File: src/design/tcw_pkg.sv
package tcw_pkg;

  // action codes on the input channel
  localparam logic [1:0] ACT_PRINT = 2'd0;
  localparam logic [1:0] ACT_ATTR  = 2'd1;
  localparam logic [1:0] ACT_CLEAR = 2'd2;
  localparam logic [1:0] ACT_READ  = 2'd3;

  // command kinds after classification
  localparam logic [2:0] K_CHAR  = 3'd0;
  localparam logic [2:0] K_LF    = 3'd1;
  localparam logic [2:0] K_CR    = 3'd2;
  localparam logic [2:0] K_ATTR  = 3'd3;
  localparam logic [2:0] K_CLEAR = 3'd4;
  localparam logic [2:0] K_READ  = 3'd5;

  localparam logic [7:0] CH_LF      = 8'h0A;
  localparam logic [7:0] CH_CR      = 8'h0D;
  localparam logic [7:0] ATTR_RESET = 8'h0F;
  localparam logic [7:0] CH_BLANK   = 8'h00;

  typedef struct packed {
    logic [2:0]  kind;
    logic [7:0]  data;
    logic [10:0] index;
  } cmd_t;

  // front to back
  typedef struct packed {
    logic valid;
    cmd_t cmd;
  } cmd_req_t;

  // back to front
  typedef struct packed {
    logic pop;
    logic busy;
  } back_ctl_t;

endpackage

File: src/design/tcw_front.sv
module tcw_front (
  input  logic                clk,
  input  logic                rst,
  input  logic                push,
  output logic                full,
  input  logic [1:0]          action,
  input  logic [7:0]          data_byte,
  input  logic [10:0]         cell_index,
  input  tcw_pkg::back_ctl_t  ctl,
  output tcw_pkg::cmd_req_t   req
);

  tcw_pkg::cmd_t q [2];
  tcw_pkg::cmd_t cmd_in;
  logic [1:0]    count;
  logic          wr_ptr;
  logic          rd_ptr;
  logic          push_ok;
  logic          pop_ok;

  always_comb begin
    cmd_in.data  = data_byte;
    cmd_in.index = cell_index;
    case (action)
      tcw_pkg::ACT_PRINT: begin
        if (data_byte == tcw_pkg::CH_LF) begin
          cmd_in.kind = tcw_pkg::K_LF;
        end else if (data_byte == tcw_pkg::CH_CR) begin
          cmd_in.kind = tcw_pkg::K_CR;
        end else begin
          cmd_in.kind = tcw_pkg::K_CHAR;
        end
      end
      tcw_pkg::ACT_ATTR:  cmd_in.kind = tcw_pkg::K_ATTR;
      tcw_pkg::ACT_CLEAR: cmd_in.kind = tcw_pkg::K_CLEAR;
      default:            cmd_in.kind = tcw_pkg::K_READ;
    endcase
  end

  // closed while both queue entries are held or the screen is being blanked after reset
  assign full    = (count == 2'd2) || ctl.busy;
  assign push_ok = push && !full;
  assign pop_ok  = ctl.pop && (count != 2'd0);

  always_ff @(posedge clk) begin
    if (rst) begin
      count  <= 2'd0;
      wr_ptr <= 1'b0;
      rd_ptr <= 1'b0;
    end else begin
      if (push_ok) begin
        wr_ptr <= ~wr_ptr;
      end
      if (pop_ok) begin
        rd_ptr <= ~rd_ptr;
      end
      if (push_ok && !pop_ok) begin
        count <= count + 2'd1;
      end else if (pop_ok && !push_ok) begin
        count <= count - 2'd1;
      end
    end
  end

  always_ff @(posedge clk) begin
    if (push_ok) begin
      q[wr_ptr] <= cmd_in;
    end
  end

  assign req.valid = (count != 2'd0);
  assign req.cmd   = q[rd_ptr];

endmodule

File: config.mk
export PLATFORM = sky130hd
export DESIGN_NAME = tcw_front
export DESIGN_NICKNAME = d
export VERILOG_FILES = /design/src/design/tcw_pkg.sv /design/src/design/tcw_front.sv
export SDC_FILE = /design/constraint.sdc
export NUM_CORES = 1
export LEC_CHECK = 0
export BUFFER_PORTS_ARGS = -buffer_cell sky130_fd_sc_hd__clkbuf_2
export CAP_MARGIN = 20
export CORE_AREA = 2 2 67 69
export DETAILED_ROUTE_END_ITERATION = 8
export DIE_AREA = 0 0 69 71
export GPL_TIMING_DRIVEN = 0
export HOLD_SLACK_MARGIN = 0.03
export PLACE_DENSITY = 0.79
export SYNTH_ARGS = -nofsm -noshare
export SYNTH_HDL_FRONTEND = slang
export SYNTH_SLANG_ARGS = --single-unit
File: constraint.sdc
create_clock -name clk -period 2.4 [get_ports clk]
set_clock_uncertainty 0.2 [all_clocks]
set_input_delay 0.36 -clock clk [delete_from_list [all_inputs] [get_ports clk]]
set_output_delay 0.36 -clock clk [all_outputs]
set_load 0.02 [all_outputs]
==> impl_metrics.toml <==
[outcome]
outcome = "completed"

[run]
cap_violations = 0

[floorplanning]
die_y_um = 71
core_area_mm2 = 0.00420
die-area_mm2 = 0.00490
pin_count = 50
rows = 24
die_w_um = 69
start_util = 0.446

[power_and_ir_drop]
swShare = 0.310
p_leak_nw = 0.888
cellPowerDensity_mw_per_mm2 = 957
clockPowerShare = 0.208
combPwrFrac = 0.305
power_frac_seq = 0.487
switchingPower_w = 0.000683
intPower_w = 0.00152
ir_drop_v = 0.000492

[place]
placed_cell_area_mm2 = 0.00220
gp_congestion = 0.680
dp_hpwl_um = 2210
io_buffers = 49
pre_cts_slack_ps = 140

[sta]
setup_viol = 0
min_period_ps = 2070
max_freq_ghz = 0.483
report.final.slew_viol_count = 0
worst_pin_slew_ps = 565
fin_crit_sh = 0.862
rsz0062_at_grt = "no"
slew_headroom = 0.621
worst_slack_ps = 331
hold_viol_final = 0

[yosys]
ys_types = 22
synth_mux_area_frac = 0.138
synth_most_common_cell = "edfxtp_1"
yosysTopAreaCell = "edfxtp_1"
ys_top_cells_by_count = "edfxtp_1 (44), mux2_2 (22), nor2_1 (7)"
synth_edf_count = 44
syn_nets = 129
yosys_most_used_dff = "edfxtp_1"
synth_xor_area_frac = 0.0140
synth_compound_area_frac = 0.0187
yosysSeqAreaShare = 0.758
ys_ff_latch = 49
syn_inst = 102
synth_top_area_share = 0.704
syn_avg_cell_area_um2 = 18.4
synthAdderAreaFrac = 0.00667
ys_async_sr_fraction = 0
synth_area_leaders = "edfxtp_1 (70%), mux2_2 (13%), dfxtp_1 (5.3%)"
synth_top_family_by_area = "multiplexers"
yosysWarningCount = 0
synth_simple_gate_area_frac = 0.0554
syn_area_mm2 = 0.00188

[worst_setup_path]
cp-end-kind = "output pin"
r2r_end = "q[0][13]$_DFFE_PP_"
critPathLaunchType = "register"
crit_type = "register to output pin"
r2r-start = "count[1]$_SDFFE_PP0P_"
required_ps = 1840
critPathArrivalTime_ps = 1510
cp_max_fo = 10
r2r_setup_slack_ps = 360
r2r_cells = 4

[clock_tree]
clkLatencyLatePin_ps = 300
clockRootBuffer = "clkbuf_8"
htree_num_levels = 2
clockBufferDepth = 2
path_clk_slew_ps = 90
clock_sinks = 49
post_cts_buffers = 0
numCtsBuffers = 5
cts_tree = "built"

[hold_path]
hold_path_depth = 1
hold_path.class = "input pin to register"
min_from = "cell_index[0]"
hold_path_end = "q[1][0]$_DFFE_PP_"

[global_route]
grt_max_degree = 23
grt_pass1_wl_um = 5000
antenna_found_initial = 0
gr-total-overflow = 0
track_usage = 0.137
grt_pass1_vias = 1143

[routing]
first_iter_violations = 47
vias = 1052
via_per_inst = 4.94
wire_per_inst_um = 14.4
wl_um = 3070
drc_errors = 0
ant_nets = 0
first_pass_iters = 4

[finish]
layout-drive-gt1-share = 0.540
area_growth_pct = 22.7
insertedDiodeCount = 0
design_area_mm2 = 0.00230
fin_nets = 187
## cell type report
cell class              count  area (µm²)
plain buffers               3        13.8
multi-input cells          49         440
repair buffers             51         270
fillers                   353        1900
flip-flops and latches     49        1420
clock inverters             3        17.5
well taps                  52        65.1
inverters                   1        3.75
clock buffers               5        68.8
## state kept, by name (all words and copies together) (netlist names), named ones only
signal  flops
count       2
q          44
rd_ptr      1
wr_ptr      1
## layer usage
layer / vias to the layer above / GRT usage / routed length, µm
met3: 5 / 0.0513 / 173
met4: 0 / 0.0719 / 64
li1: 502 / - / -
met2: 33 / 0.241 / 1610
met5: - / 0 / 0
met1: 512 / 0.141 / 1220
## worst max path at each step
stage	startpoint	endpoint	slack (ps)	depth (start not counted)
6_report	register	req[11]	330	3
5_1_grt	count[0]$_SDFFE_PP0P_	q[0][13]$_DFFE_PP_	170	4
4_1_cts	count[0]$_SDFFE_PP0P_	q[1][20]$_DFFE_PP_	130	3
3_5_place_dp	count[0]$_SDFFE_PP0P_	q[1][1]$_DFFE_PP_	140	3
3_3_place_gp	ctl[0]	q[0][1]$_DFFE_PP_	-420	3
2_1_floorplan	count[1]$_SDFFE_PP0P_	q[0][0]$_DFFE_PP_	60	3
## repair_timing
item / CTS / global route
hold buffers: 0 / 1
resized for setup: 0 / 1
endpoints found under the hold margin: 0 / 2
endpoints found under the setup margin: 0 / 3
## through the flow
stage	power, W	hold slack, ps	TNS [ps]	utilization	std cells
2_1_floorplan	0.00156	229	0	-	102
3_3_place_gp	0.00173	281	-9160	0.520	203
3_5_place_dp	0.00178	296	0	0.524	204
4_1_cts	0.00224	32.5	0	0.545	212
5_1_grt	0.00232	32.8	0	0.547	213
6_report	0.00220	50.5	0	0.547	213
## logic make-up (layout without fill, tap and decap cells)
family	Yosys count	after routing
xor+xnor	3	3
flops	49	49
mux	23	23
buf+inv	4	63
fa+ha+maj	1	1
compound gates	5	5
simple gates	17	17
## cells in the final DEF (no fill, tap or decap)
master         count
a21oi_1            1
a32o_1             1
a41o_1             1
and2_2             1
buf_2              2
buf_8              1
clkbuf_1           1
clkbuf_2          49
clkbuf_8           5
clkinv_1           1
clkinv_2           1
clkinv_4           1
dfxtp_1            5
dlygate4sd3_1      1
edfxtp_1          44
ha_1               1
inv_1              1
mux2_1             1
mux2_2            22
nand2_1            1
nor2_1             7
nor2b_1            1
nor2b_2            2
nor3b_4            1
nor4b_1            1
o21ai_0            2
or2_2              2
or3_1              1
xor2_1             3
## power by group through the flow
stage	combinational (W)	sequential (W)	clock (W)
3_5_place_dp	0.000681	0.00109	0
4_1_cts	0.000684	0.00107	0.000485
5_1_grt	0.000722	0.00108	0.000515
6_report	0.000672	0.00107	0.000457
3_3_place_gp	0.000649	0.00109	0
2_1_floorplan	0.000479	0.00108	0
## critical path, stage by stage, from the launching register on
cell	delay, ps
dfxtp_1	390
buf_2	290
mux2_2	380
clkbuf_2	160
Note: power is estimated with default switching activity, not from simulation.
